<file path="src/design/qslerp_pkg.sv">
package qslerp_pkg;

   // Fixed formats of the datapath
   localparam int ANG_BITS    = 30;  // Q.30 angles, sines and scales
   localparam int COMP_W      = 16;  // quaternion component, Q2.F
   localparam int WEIGHT_W    = 15;  // interpolation weight
   localparam int THR_W       = 15;  // linear threshold register
   localparam int C_W         = 31;  // cosine, root and angle magnitudes
   localparam int CRD_W       = 34;  // CORDIC x, y, z
   localparam int SCALE_W     = 33;  // scales in [-2.0, 2.0] Q.30
   localparam int ROOT_BITS   = 31;  // root bits, one stage each
   localparam int QUO_BITS    = 31;  // quotient bits, one stage each
   localparam int QUEUE_DEPTH = 4;

   // atan(2^-k) in Q.30, rounded to nearest
   localparam logic [30:0] ATAN_Q30 [32] = '{
      31'd843314857, 31'd497837829, 31'd263043837, 31'd133525159, 31'd67021687,
      31'd33543516, 31'd16775851, 31'd8388437, 31'd4194283, 31'd2097149,
      31'd1048576, 31'd524288, 31'd262144, 31'd131072, 31'd65536, 31'd32768,
      31'd16384, 31'd8192, 31'd4096, 31'd2048, 31'd1024, 31'd512, 31'd256,
      31'd128, 31'd64, 31'd32, 31'd16, 31'd8, 31'd4, 31'd2, 31'd1, 31'd0
   };

   // One classified request between front and back
   typedef struct packed {
      logic [3:0][COMP_W-1:0] a;      // start quaternion
      logic [3:0][COMP_W:0]   b;      // end quaternion, negated for the short arc
      logic [WEIGHT_W-1:0]    t;      // weight, saturated to 1.0
      logic                   slerp;  // spherical weights wanted
      logic [C_W-1:0]         c;      // cosine in Q.30, zero when linear
   } qslerp_item_type;

endpackage

</file>
<file path="src/design/qslerp_queue.sv">
module qslerp_queue import qslerp_pkg::*; (
   input  logic            clock,
   input  logic            reset,
   input  logic            push,
   input  qslerp_item_type push_item,
   output logic            push_ready,
   input  logic            pop,
   output logic            pop_valid,
   output qslerp_item_type pop_item
);

   localparam int PTR_W = $clog2(QUEUE_DEPTH);
   localparam int CNT_W = $clog2(QUEUE_DEPTH + 1);

   qslerp_item_type   mem_ff [QUEUE_DEPTH];
   logic [PTR_W-1:0]  wr_ptr_ff, wr_ptr_in, rd_ptr_ff, rd_ptr_in;
   logic [CNT_W-1:0]  count_ff, count_in;

   assign push_ready = count_ff != CNT_W'(QUEUE_DEPTH);
   assign pop_valid  = count_ff != '0;
   assign pop_item   = mem_ff[rd_ptr_ff];

   always_comb begin
      wr_ptr_in = push ? wr_ptr_ff + PTR_W'(1) : wr_ptr_ff;
      rd_ptr_in = pop  ? rd_ptr_ff + PTR_W'(1) : rd_ptr_ff;
      count_in  = count_ff + CNT_W'(push) - CNT_W'(pop);
   end

   always_ff @(posedge clock) begin
      if (reset) begin
         wr_ptr_ff <= '0;
         rd_ptr_ff <= '0;
         count_ff  <= '0;
      end else begin
         wr_ptr_ff <= wr_ptr_in;
         rd_ptr_ff <= rd_ptr_in;
         count_ff  <= count_in;
      end
   end

   always_ff @(posedge clock) begin
      if (push) begin
         mem_ff[wr_ptr_ff] <= push_item;
      end
   end

endmodule

</file>
<file path="config.mk">
export PLATFORM = sky130hd
export DESIGN_NAME = qslerp_queue
export DESIGN_NICKNAME = d
export VERILOG_FILES = /design/src/design/qslerp_pkg.sv /design/src/design/qslerp_queue.sv
export SDC_FILE = /design/constraint.sdc
export NUM_CORES = 1
export LEC_CHECK = 0
export ABC_AREA = 1
export BUFFER_PORTS_ARGS = -buffer_cell sky130_fd_sc_hd__buf_2
export CORE_UTILIZATION = 43
export CTS_BUF_LIST = sky130_fd_sc_hd__clkbuf_16
export CTS_CLUSTER_DIAMETER = 100
export DETAILED_ROUTE_END_ITERATION = 8
export HOLD_SLACK_MARGIN = 0.08
export PLACE_DENSITY = 0.59
export SLEW_MARGIN = 10
export SYNTH_ARGS = -nofsm -noshare
export SYNTH_HDL_FRONTEND = slang
export SYNTH_SLANG_ARGS = --single-unit
</file>
<file path="constraint.sdc">
create_clock -name clock -period 6.1 [get_ports clock]
set_input_delay 1.22 -clock clock [delete_from_list [all_inputs] [get_ports clock]]
set_output_delay 1.22 -clock clock [all_outputs]
set_load 0.05 [all_outputs]
</file>
---- After elaboration in Yosys (flattened, before gate mapping) ----
Memories as Yosys holds them, arrays and structs flattened. A register that Yosys moved wholly into a read port is not among the register bits.
Index checks and enable logic that the tools add are counted.
storage, ports and cells
  word-level logic and storage cells ...... 14
  register bits after elaboration ......... 7
  bits in writable memories ............... 716
  memories ................................ 1
operators by class
  mux-type cells .......................... 4
  reduce and logical (&&, ||, !) cells .... 1
  add/subtract/negate cells ............... 4
  eq/ne operators ......................... 1
memory list
  name    words  bits a word  rd ports  clocked after Yosys merged registers in  wr ports  RTL line            source
  mem_ff  4      179          1         1                                        1         qslerp_queue.sv:15  qslerp_item_type mem_ff [QUEUE_DEPTH];
operator list
  cell                 number
  $add 2x1->2 const B  2
  $mux 2               2
  $add 3x1->3          1
  $ne 3x3->1 const B   1
  $reduce_bool 3->1    1
  $sub 3x1->3          1
  $mux 1               2

---- Longest topological paths before layout ----
  depth in word-level cells ............... 3
  gate-level depth with buffers ........... 9
  gate-level depth less buffers ........... 9

---- Worst setup path before layout ----
No wires, ideal clock.
  path type ............................... input to register
  start ................................... input port push
  end ..................................... memory mem_ff[2][0] in the netlist's numbering (enable)
  setup time .............................. 0.531 ns
  slack ................................... 0.876 ns
  arrival ................................. 4.693 ns
  stages .................................. 2
  cell sequence ........................... nand2_1 inv_1
on the way
  longest elaborated chain between the ends .. 2
RTL lines
  item                          RTL line            source
  from (decl)                   qslerp_queue.sv:4   input logic push,
  $mux 1                        qslerp_queue.sv:42  if (push) begin
  $mux 1 (implied by the code)  qslerp_queue.sv:43  mem_ff[wr_ptr_ff] <= push_item;
  to (decl)                     qslerp_queue.sv:15
Every way passes these cells.

==> metrics.md <==
| Metric | Value |
|---|---|
| Critical path depth in cells | 4 |
| Initial antenna violation count | 20 |
| Mapped Area | 0.0292 sq mm |
| Synth warnings | 0 |
| Critical path class | reg -> out |
| I/O pins | 364 |
| # resized after CTS | 0 |
| Global-route wire length before repair | 92,100 um |
| Worst Hold Class | reg -> reg |
| Router iterations before antenna repair | 5 |
| Routed WL | 59,000 um |
| Fillers | 5,790 |
| Design area | 0.0341 sq mm |
| DRT antenna net count | 0 |
| Vias per inst | 4.88 |
| Sequential-to-total area share from yosys stat | 0.741 |
| Port bufs | 363 |
| Mapped Nets | 2,334 |
| Least-Margin Pin Slew | 1110 ps |
| Setup crit end kind | primary output |
| Delay-heaviest family, CP | flip-flops |
| Vias | 16,718 |
| Area delta synth->final | 16.7% |
| Final nets | 2,673 |
| R2r endpoint | mem_ff[0][130] |
| Final TNS setup | 0 ps |
| Crit path DAT | 2920 ps |
| Crit path max fanout | 216 |
| Crit path buf inv count | 2 |
| Max Root-Sink Buffers | 3 |
| Final period util | 0.678 |
| Post-DP HPWL | 33,600 um |
| Crit path launch type | flop |
| GRT Util Overall | 0.170 |
| Hold Vio Cnt, Final | 0 |
| Die height | 263 um |
| Final slew viol count | 0 |
| Setup Skew | 30.5 ps |
| Clk_lat worst skew | 620 ps |
| Wire per inst | 17.2 um |
| Largest net degree at the start of global routing | 217 |
| Setup repair bufs after CTS | 0 |
| Grt ovf | 0 |
| Post-Place Cell Area | 0.0316 sq mm |
| Worst EP required | 4880 ps |
| Power per Cell Area | 347 mW/mm^2 |
| Hold path startpoint | rd_ptr_ff[1] |
| Period minus WS final | 4140 ps |
| CTS Hold Bufs | 0 |
| Post-synthesis cell count | 2,144 |
| Outcome | completed |
| DRT iter0 DRCs | 940 |
| Core Region | 0.0673 sq mm |
| Starting Density | 0.435 |
| Worst slew margin | 0.262 |
| Mean area per synthesized cell | 13.6 sq um |
| R2R setup slack | 3840 ps |
| Num CTS Buffers | 78 |
| Fmax | 242 MHz |
| Leakage power | 0.0131 uW |
| VDD IR max | 0.255 mV |
| Largest cells by area after synthesis | edfxtp_1, o211ai_2, inv_1, nand2_1, a21oi_1 |
| Worst reg2reg path depth | 5 |
| Worst Hold Depth | 2 |
| Die area | 0.0691 sq mm |
| CTS H-tree lvls | 3 |
| Total power | 11,800 uW |
| Setup Viol. Count Final | 0 |
| Fraction of layout cells with a size suffix above 1 | 0.247 |
| Post-synth cell types | 16 |
| Crit path largest cell delay | 900 ps |
| Row count | 95 |
| Cell taking the most area after synthesis | edfxtp_1 |
| Number of global-route vias before repair | 16,814 |
| RSZ-0062 raised after global routing | no |
| Die Width | 263 um |
| CTS tree | yes |
| Final core occ | 0.507 |
| Clock sinks | 725 |
| CP Cell Sequence | buf_12 -> o21ai_0 -> nand2_1 -> buf_2 |
| Worst r2r src | wr_ptr_ff[0] |
| Register bit total from synthesis | 725 |
| Routability cong. | 0.749 |
| DRC Markers | 0 |
| Clock-pin slew on the worst setup and hold paths | 50 ps |
| Slowest cell on crit path | dfxtp_4 |
| Max-cap violation count | 0 |
| Root Buffer | clkbuf_16 |
| Synth top area share | 0.735 |
## cells by family after synthesis
logic type	count (synthesis)	share of synthesized area
flip-flops	725	0.741
AO/OA/AOI/OAI	547	0.132
buffers and inverters	493	0.0752
adder cells (fa/ha/maj)	7	0.00325
AND/OR/NAND/NOR	372	0.0479
## flip-flops by register name, summed over array words and instances, names as in the netlist, named ones only
register,count
mem_ff,716
rd_ptr_ff,2
count_ff,3
wr_ptr_ff,2
## worst reg2reg max path: cells and delay by family (launching register included)
kind	cells	cell delay (ps)
AND/OR/NAND/NOR	1	120
adder cells (fa/ha/maj)	1	160
buffers and inverters	3	1210
flip-flops	1	330
## per-layer routing
layer	global-route usage	up-vias	part of all wire
li1	-	8176	-
met1	0.201	8057	0.41
met2	0.293	351	0.50
met3	0.0516	112	0.065
met4	0.0618	22	0.026
met5	0	-	0.0024
## Yosys cell counts
master,number
edfxtp_1,716
inv_1,373
nand2_1,366
a21oi_1,185
o21ai_0,183
o211ai_2,137
buf_2,59
o211ai_1,42
buf_6,33
clkbuf_1,21
dfxtp_1,9
buf_4,7
ha_1,6
nand3_1,3
nor2_1,3
fa_1,1
## how the worst max path moves through the flow
stage                          to  slack, ps
CTS                  pop_item[21]       1870
finish              pop_item[156]       1960
detailed placement   pop_item[21]       2540
floorplan            mem_ff[2][0]        880
global placement    pop_item[166]       2550
global route        pop_item[173]       1670
## cell usage in the layout, fill, tap and decap left out, drive strengths merged
master,n
clkinvlp,1
o21ai,183
clkinv,31
clkbuf,79
ha,6
buf,379
o211ai,179
fa,1
inv,394
nand2,366
edfxtp,716
a21oi,185
dfxtp,9
diode,10
bufinv,7
nand3,3
nor2,3
## power breakdown
| group | leakage (uW) | switching [uW] | total [uW] | internal [uW] |
|---|---|---|---|---|
| clock network | 0.00128 | 1880 | 4530 | 2660 |
| logic | 0.00520 | 1200 | 1530 | 331 |
| registers | 0.00665 | 69.6 | 5770 | 5700 |
| total | 0.0131 | 3150 | 11800 | 8690 |
## through the flow
stage / std cells / hold WS [ps] / setup slack, ps
4_1_cts: 3415 / 459 / 1870
3_3_place_gp: 3276 / 440 / 2550
3_5_place_dp: 3276 / 449 / 2540
2_1_floorplan: 2144 / 436 / 876
5_1_grt: 3422 / 485 / 1670
6_report: 3425 / 450 / 1960
## layout make-up
| type | count | area, sq um | share of cell area |
|---|---|---|---|
| timing repair buffer | 379 | 2050 | 0.0600 |
| multi-input combinational | 926 | 5370 | 0.157 |
| inverter | 373 | 1430 | 0.0419 |
| clock buffer | 79 | 1980 | 0.0579 |
| sequential | 725 | 21700 | 0.635 |
| tap | 873 | 1090 | 0.0320 |
| antenna | 10 | 25.0 | 0.000733 |
| clock inverter | 60 | 509 | 0.0149 |
No activity file was read; power rests on OpenSTA's default activity.
