### src/design/qslerp_pkg.sv
package qslerp_pkg;

   // Fixed formats of the datapath
   localparam int ANG_BITS    = 30;  // Q.30 angles, sines and scales
   localparam int COMP_W      = 16;  // quaternion component, Q2.F
   localparam int WEIGHT_W    = 15;  // interpolation weight
   localparam int THR_W       = 15;  // linear threshold register
   localparam int C_W         = 31;  // cosine, root and angle magnitudes
   localparam int CRD_W       = 34;  // CORDIC x, y, z
   localparam int SCALE_W     = 33;  // scales in [-2.0, 2.0] Q.30
   localparam int ROOT_BITS   = 31;  // root bits, one stage each
   localparam int QUO_BITS    = 31;  // quotient bits, one stage each
   localparam int QUEUE_DEPTH = 4;

   // atan(2^-k) in Q.30, rounded to nearest
   localparam logic [30:0] ATAN_Q30 [32] = '{
      31'd843314857, 31'd497837829, 31'd263043837, 31'd133525159, 31'd67021687,
      31'd33543516, 31'd16775851, 31'd8388437, 31'd4194283, 31'd2097149,
      31'd1048576, 31'd524288, 31'd262144, 31'd131072, 31'd65536, 31'd32768,
      31'd16384, 31'd8192, 31'd4096, 31'd2048, 31'd1024, 31'd512, 31'd256,
      31'd128, 31'd64, 31'd32, 31'd16, 31'd8, 31'd4, 31'd2, 31'd1, 31'd0
   };

   // One classified request between front and back
   typedef struct packed {
      logic [3:0][COMP_W-1:0] a;      // start quaternion
      logic [3:0][COMP_W:0]   b;      // end quaternion, negated for the short arc
      logic [WEIGHT_W-1:0]    t;      // weight, saturated to 1.0
      logic                   slerp;  // spherical weights wanted
      logic [C_W-1:0]         c;      // cosine in Q.30, zero when linear
   } qslerp_item_type;

endpackage

### src/design/qslerp_front.sv
module qslerp_front import qslerp_pkg::*; #(
   parameter int FRAC_BITS = 14
) (
   input  logic                   clock,
   input  logic                   reset,
   input  logic                   req_valid,
   output logic                   req_ready,
   input  logic [3:0][COMP_W-1:0] req_a,
   input  logic [3:0][COMP_W-1:0] req_b,
   input  logic [WEIGHT_W-1:0]    req_weight,
   input  logic [THR_W-1:0]       threshold,
   input  logic                   q_ready,
   output logic                   q_push,
   output qslerp_item_type        q_item
);

   localparam int SH_R = (2 * FRAC_BITS >= ANG_BITS) ? 2 * FRAC_BITS - ANG_BITS : 0;
   localparam int SH_L = (2 * FRAC_BITS <  ANG_BITS) ? ANG_BITS - 2 * FRAC_BITS : 0;

   logic [2:0] valid_ff, valid_in;
   logic       adv;

   logic signed [31:0]     prod_ff [4];
   logic [3:0][COMP_W-1:0] a1_ff, b1_ff, a2_ff, b2_ff;
   logic [WEIGHT_W-1:0]    t1_ff, t2_ff;
   logic signed [33:0]     dot_ff, dot_in;
   logic signed [61:0]     lim_ff, lim_in;
   qslerp_item_type        item_ff, item_in;

   logic signed [33:0]     dabs;
   logic [63:0]            c_wide;
   logic [31:0]            one32;

   assign adv       = !valid_ff[2] || q_ready;
   assign req_ready = adv;
   assign q_push    = valid_ff[2] && q_ready;
   assign q_item    = item_ff;

   assign valid_in = {valid_ff[1], valid_ff[0], req_valid};

   // slerp iff |dot| + thr << F < 1.0 squared
   assign lim_in = (62'sd1 <<< (2 * FRAC_BITS)) - $signed(62'(threshold) << FRAC_BITS);

   always_comb begin
      dot_in = 34'(prod_ff[0]) + 34'(prod_ff[1]) + 34'(prod_ff[2]) + 34'(prod_ff[3]);
   end

   always_comb begin
      one32   = 32'd1 << FRAC_BITS;
      dabs    = dot_ff[33] ? -dot_ff : dot_ff;
      item_in = '0;
      item_in.a     = a2_ff;
      item_in.slerp = 62'(dabs) < lim_ff;
      for (int k = 0; k < 4; k++) begin
         item_in.b[k] = dot_ff[33] ? 17'(-$signed(17'($signed(b2_ff[k]))))
                                   : 17'($signed(b2_ff[k]));
      end
      item_in.t = (32'(t2_ff) > one32) ? one32[WEIGHT_W-1:0] : t2_ff;
      c_wide    = (64'(dabs) >> SH_R) << SH_L;
      item_in.c = item_in.slerp ? c_wide[C_W-1:0] : '0;
   end

   always_ff @(posedge clock) begin
      if (reset) begin
         valid_ff <= '0;
      end else if (adv) begin
         valid_ff <= valid_in;
      end
   end

   always_ff @(posedge clock) begin
      lim_ff <= lim_in;
      if (adv) begin
         for (int k = 0; k < 4; k++) begin
            prod_ff[k] <= 32'($signed(req_a[k])) * 32'($signed(req_b[k]));
         end
         a1_ff   <= req_a;
         b1_ff   <= req_b;
         t1_ff   <= req_weight;
         dot_ff  <= dot_in;
         a2_ff   <= a1_ff;
         b2_ff   <= b1_ff;
         t2_ff   <= t1_ff;
         item_ff <= item_in;
      end
   end

endmodule

### config.mk
export PLATFORM = sky130hd
export DESIGN_NAME = qslerp_front
export DESIGN_NICKNAME = d
export VERILOG_FILES = /design/src/design/qslerp_pkg.sv /design/src/design/qslerp_front.sv
export SDC_FILE = /design/constraint.sdc
export NUM_CORES = 2
export LEC_CHECK = 0
export ABC_AREA = 1
export ABC_CLOCK_PERIOD_IN_PS = 40600
export BUFFER_PORTS_ARGS = -buffer_cell sky130_fd_sc_hd__buf_4
export CAP_MARGIN = 40
export CORE_UTILIZATION = 50
export CTS_BUF_LIST = sky130_fd_sc_hd__clkbuf_4
export CTS_CLUSTER_DIAMETER = 150
export DETAILED_ROUTE_END_ITERATION = 7
export HOLD_SLACK_MARGIN = 0.05
export MAX_ROUTING_LAYER = met4
export PLACE_DENSITY = 0.79
export SLEW_MARGIN = 0
export SYNTH_ARGS = -nofsm -noshare
export SYNTH_HDL_FRONTEND = slang
export SYNTH_SLANG_ARGS = --single-unit
### constraint.sdc
create_clock -name clock -period 40.6 [get_ports clock]
set_input_delay 4.06 -clock clock [delete_from_list [all_inputs] [get_ports clock]]
set_output_delay 4.06 -clock clock [all_outputs]
set_load 0.02 [all_outputs]
# After elaboration in Yosys (flattened, before gate mapping)
# Memories as Yosys holds them, arrays and structs flattened.
# Cells that the tools add are included.
[word_totals]
regBits = 532
output_inout_bits = 181
ram_bits = 128
latch_bits = 0
word_cells = 59
memories = 1
rom_bits = 0
input_bits = 162
[classes]
n_mux = 7
n_lt_le_gt_ge = 2
eq_ne = 0
div_mod_pow = 0
shifts = 0
mul = 4
add_sub_neg = 9
n_reduce_logical = 3
bitwise_logic = 0
[memory_table]
columns = ["memory", "depth", "word_bits", "read_ports", "rd_ports_with_merged_regs", "write_ports", "line_no", "rtl"]
rows = [
  ["prod_ff", 4, 32, 4, 0, 4, "qslerp_front.sv:23", "logic signed [31:0] prod_ff [4];"],
]
[op_table]
columns = ["op", "count"]
rows = [
  ["$mul 16x16->32", 4],
  ["$mux 17", 4],
  ["$neg 16->17", 4],
  ["$add 33x32->34", 1],
  ["$add 34x32->34", 1],
  ["$lt 34x30->1", 1],
  ["$mux 34", 1],
  ["$neg 34->34", 1],
  ["$add 32x32->33", 1],
  ["$sub 29x29->30 const A", 1],
  ["$gt 15x15->1 const B", 1],
  ["$mux 1", 2],
  ["$logic_and 1x1->1", 1],
  ["$logic_not 1->1", 1],
  ["$logic_or 1x1->1", 1],
]

# Logic depth before layout (Yosys ltp)
[logic_depth]
word_depth = 4
ltp_mapped = 28
depth_no_buf = 26

# Worst setup path before layout
# Ideal clock, no wire load.
[synth_path]
kind = "input to output"
start = "in q_ready"
end = "out req_ready"
stages = 2
path_buffers = 0
required_ns = 36.540
arrival_time_ns = 16.327
path_slack_ns = 20.213
path_cell_list = "nor2_1 inv_1"
[synth_via]
elab_chain_cells = 1
[synth_lines]
columns = ["element", "line_no", "rtl"]
rows = [
  ["start, declared", "qslerp_front.sv:12", "input logic q_ready,"],
  ["$logic_or 1x1->1", "qslerp_front.sv:34", "assign adv = !valid_ff[2] || q_ready;"],
  ["end, declared", "qslerp_front.sv:7", "output logic req_ready,"],
]
# Every way passes these cells.

# Final worst setup path
# Ends and elaborated chain as after synthesis.

==> flow_summary.toml <==
[worst_hold_path]
min_path_cells = 0
holdCritPathClass = "reg2reg"

[timing]
drv_slew = 0
finalCriticalPeriod_ns = 9.379
fin_worst_skew_ns = 0.09057
timing.slew.headroom = 0.3993
setup_viol = 0
period_share = 0.2310
rsz0062_at_grt = "no"
report.final.hold_viol_count = 0
max_clock_freq_mhz = 106.6
tns_ns = 0
worstMarginPinSlew_ns = 0.9011
postLayoutSetupSlackWorst_ns = 31.22

[placement]
post-dp-hpwl_um = 122600
post_dp_cell_area_um2 = 70120
gp_congestion = 0.9509
place_ws_ns = 30.61
port-buffer-count = 340

[synthesis]
dominantRegCellSynth = "edfxtp_1"
post_synth_num_cell_types = 55
number_of_enable_flip_flop_cells_after_synthesis = 625
synthCells = 6743
synth_seq_cells = 644
avgSynthCellArea_um2 = 9.808
synth-async-reset-ratio = 0
synth_sequential_area_ratio = 0.2895
synth_area_um2 = 66130
yosysWarnings = 0

[routing]
route.vias.total = 45160
post_detailed_route_wirelength_per_cell_um = 17.19
drt_first_iter_violations = 3242
route.detailed.drc = 2
dr_vias_cell = 5.073
first_pass_iters = 8
ant_nets = 0
drt_wl_total_um = 153000

[global_route]
global_route_wire_length_before_repair_um = 250400
vias_in_the_first_global_route = 48980
groute.usage.overall = 0.2471
grt_max_degree = 163
grt_overflow = 0
antenna_found_initial = 3

[final_layout]
layout-area-overhead-vs-synth_pct = 9.229
post-route-cell-area_um2 = 72240
nets = 8684
filler_cell_count = 11290
drive_above_1_share = 0.09735
final_core_util = 0.5502

[clocking]
tritoncts_clock_tree = "built"
cts-buffers-inserted = 174
cts.path.max_buffers = 3
clock_latency_reported_for_the_late_side_of_the_worst_skew_pair_ns = 1.21
cts.htree.levels = 4
path_clk_slew_ns = 0.06
cts_sinks = 644
cts_resized = 0
post-cts-setup-buffer-count = 0
cts_hold_buffers = 0
cts_root_buf = "clkbuf_4"

[critical_path]
cp-end-kind = "output port"
critical_path_class = "in2out"
slowest_delay_ns = 0.48
critical_path_peak_fanout = 110
ff2ff_path_depth = 15
timing.critical_path.cells = "buf_4 -> nor2_1 -> inv_8 -> buf_4"
critPathArrivalTime_ns = 5.32
worst_ep_required_time_ns = 36.54
regToRegSetupSlack_ns = 36.36
timing.critical_path.from_type = "input pin"
slowest_cp_cell = "nor2_1"
critical-path-top-cell-by-count = "buf_4"

[floorplanning]
row_count = 133
die-area_um2 = 133700
die_h_um = 365.7
floorplan.die.width_um = 365.7
fp.coreArea_um2 = 131300
floorplan.initialDensity = 0.5037
pin_count = 343

[job]
timing.max_cap.violations = 0

[outcome]
violations = "design-rule violations"
outcome = "complete, but fails checks"
==> layout make-up <==
cell class	instances	area, um2	share of cell area
Timing Repair Buffer	354	2755	0.03814
Inverter	1883	7076	0.09795
Multi-Input combinational cell	3966	38950	0.5392
Clock inverter	47	254.0	0.003516
Antenna cell	8	20.02	0.0002771
Clock buffer	245	1839	0.02546
Tap cell	1755	2196	0.03040
Sequential cell	644	19150	0.2651
==> registers in the layout, summed over array words and instances, names as in the netlist <==
signal,flops
b1_ff,64
b2_ff,64
a1_ff,64
t2_ff,15
t1_ff,15
lim_ff,16
prod_ff,128
a2_ff,64
q_item,177
valid_ff,3
dot_ff,34
==> worst paths after layout <==
check	to	startpoint
worst max-delay path	req_ready	q_ready
worst min-delay path	a2_ff[48]	a1_ff[48]
worst max register to register	dot_ff[31]	prod_ff[0][1]
worst min register to register	a2_ff[48]	a1_ff[48]
==> synthesized netlist by cell type (8+ instances only) <==
master / instances / share of area
nor2_1: 245 / 0.014
fa_1: 1113 / 0.34
clkbuf_1: 241 / 0.014
nand2_1: 1346 / 0.076
inv_1: 1881 / 0.11
a21o_1: 25 / 0.0028
o21bai_1: 12 / 0.0014
dfxtp_1: 19 / 0.0058
xnor2_1: 106 / 0.014
a21oi_1: 166 / 0.013
nand4_1: 25 / 0.0024
nor2_2: 32 / 0.0030
a31oi_1: 18 / 0.0017
ha_1: 386 / 0.073
nand3_1: 67 / 0.0051
a21boi_0: 8 / 0.00091
o21ai_0: 100 / 0.0076
edfxtp_1: 625 / 0.28
nor3_1: 53 / 0.0040
or2_2: 19 / 0.0018
xor2_1: 167 / 0.022
==> per-layer routing <==
metal | part of all wire | vias to the layer above | routed length [um] | global-route usage
li1 | - | 20570 | - | -
met1 | 0.40 | 22660 | 61760 | 0.3058
met2 | 0.51 | 1564 | 77550 | 0.4119
met3 | 0.059 | 367 | 8988 | 0.03620
met4 | 0.031 | 0 | 4743 | 0.09197
met5 | 0 | - | 0 | -
==> layout by cell type, fill, tap and decap left out, types with 4 or more instances in the layout <==
cell	synthesis	layout
inv_1	1881	1880
nand2_1	1346	1346
fa_1	1113	1113
edfxtp_1	625	625
ha_1	386	386
buf_4	2	348
nor2_1	245	245
clkbuf_4	0	245
xor2_1	167	167
a21oi_1	166	166
xnor2_1	106	106
o21ai_0	100	100
nand3_1	67	67
nor3_1	53	53
nor2_2	32	32
nand4_1	25	25
a21o_1	25	25
clkinv_1	1	24
or2_2	19	19
dfxtp_1	19	19
a31oi_1	18	18
o21bai_1	12	12
clkinv_2	0	11
diode_2	0	8
a21boi_0	8	8
o21ai_1	7	7
nor4_1	6	6
a221oi_1	6	6
o211ai_1	6	6
inv_2	1	5
nand2_2	4	4
a211oi_1	4	4
o21a_1	4	4
o31ai_1	4	4
o311ai_0	4	4
clkinv_4	0	4
==> metrics by stage <==
step           hold WS (ns)  std cells
4_1_cts              0.3657       8894
3_5_place_dp         0.4045       8602
6_report             0.3701       8902
2_1_floorplan        0.4003       6744
3_3_place_gp         0.4002       8596
5_1_grt              0.3647       8900
==> critical path: cells and delay by family <==
family	cells	cell delay (ns)
buffers and inverters	3	0.76
AND/OR/NAND/NOR	1	0.48
==> kinds of logic after synthesis <==
| kind of cell | Yosys count | synth area share |
|---|---|---|
| AND/OR/NAND/NOR | 1809 | 0.1091 |
| adder cells (fa/ha/maj) | 1499 | 0.4099 |
| flip-flops | 644 | 0.2895 |
| buffers and inverters | 2134 | 0.1216 |
| other | 1 | 0.00005670 |
| AO/OA/AOI/OAI | 382 | 0.03335 |
| XOR/XNOR | 274 | 0.03640 |
Power is left out: the tool's default activity adds up to more than one toggle a clock period on the data nets, which glitch-free logic cannot reach.
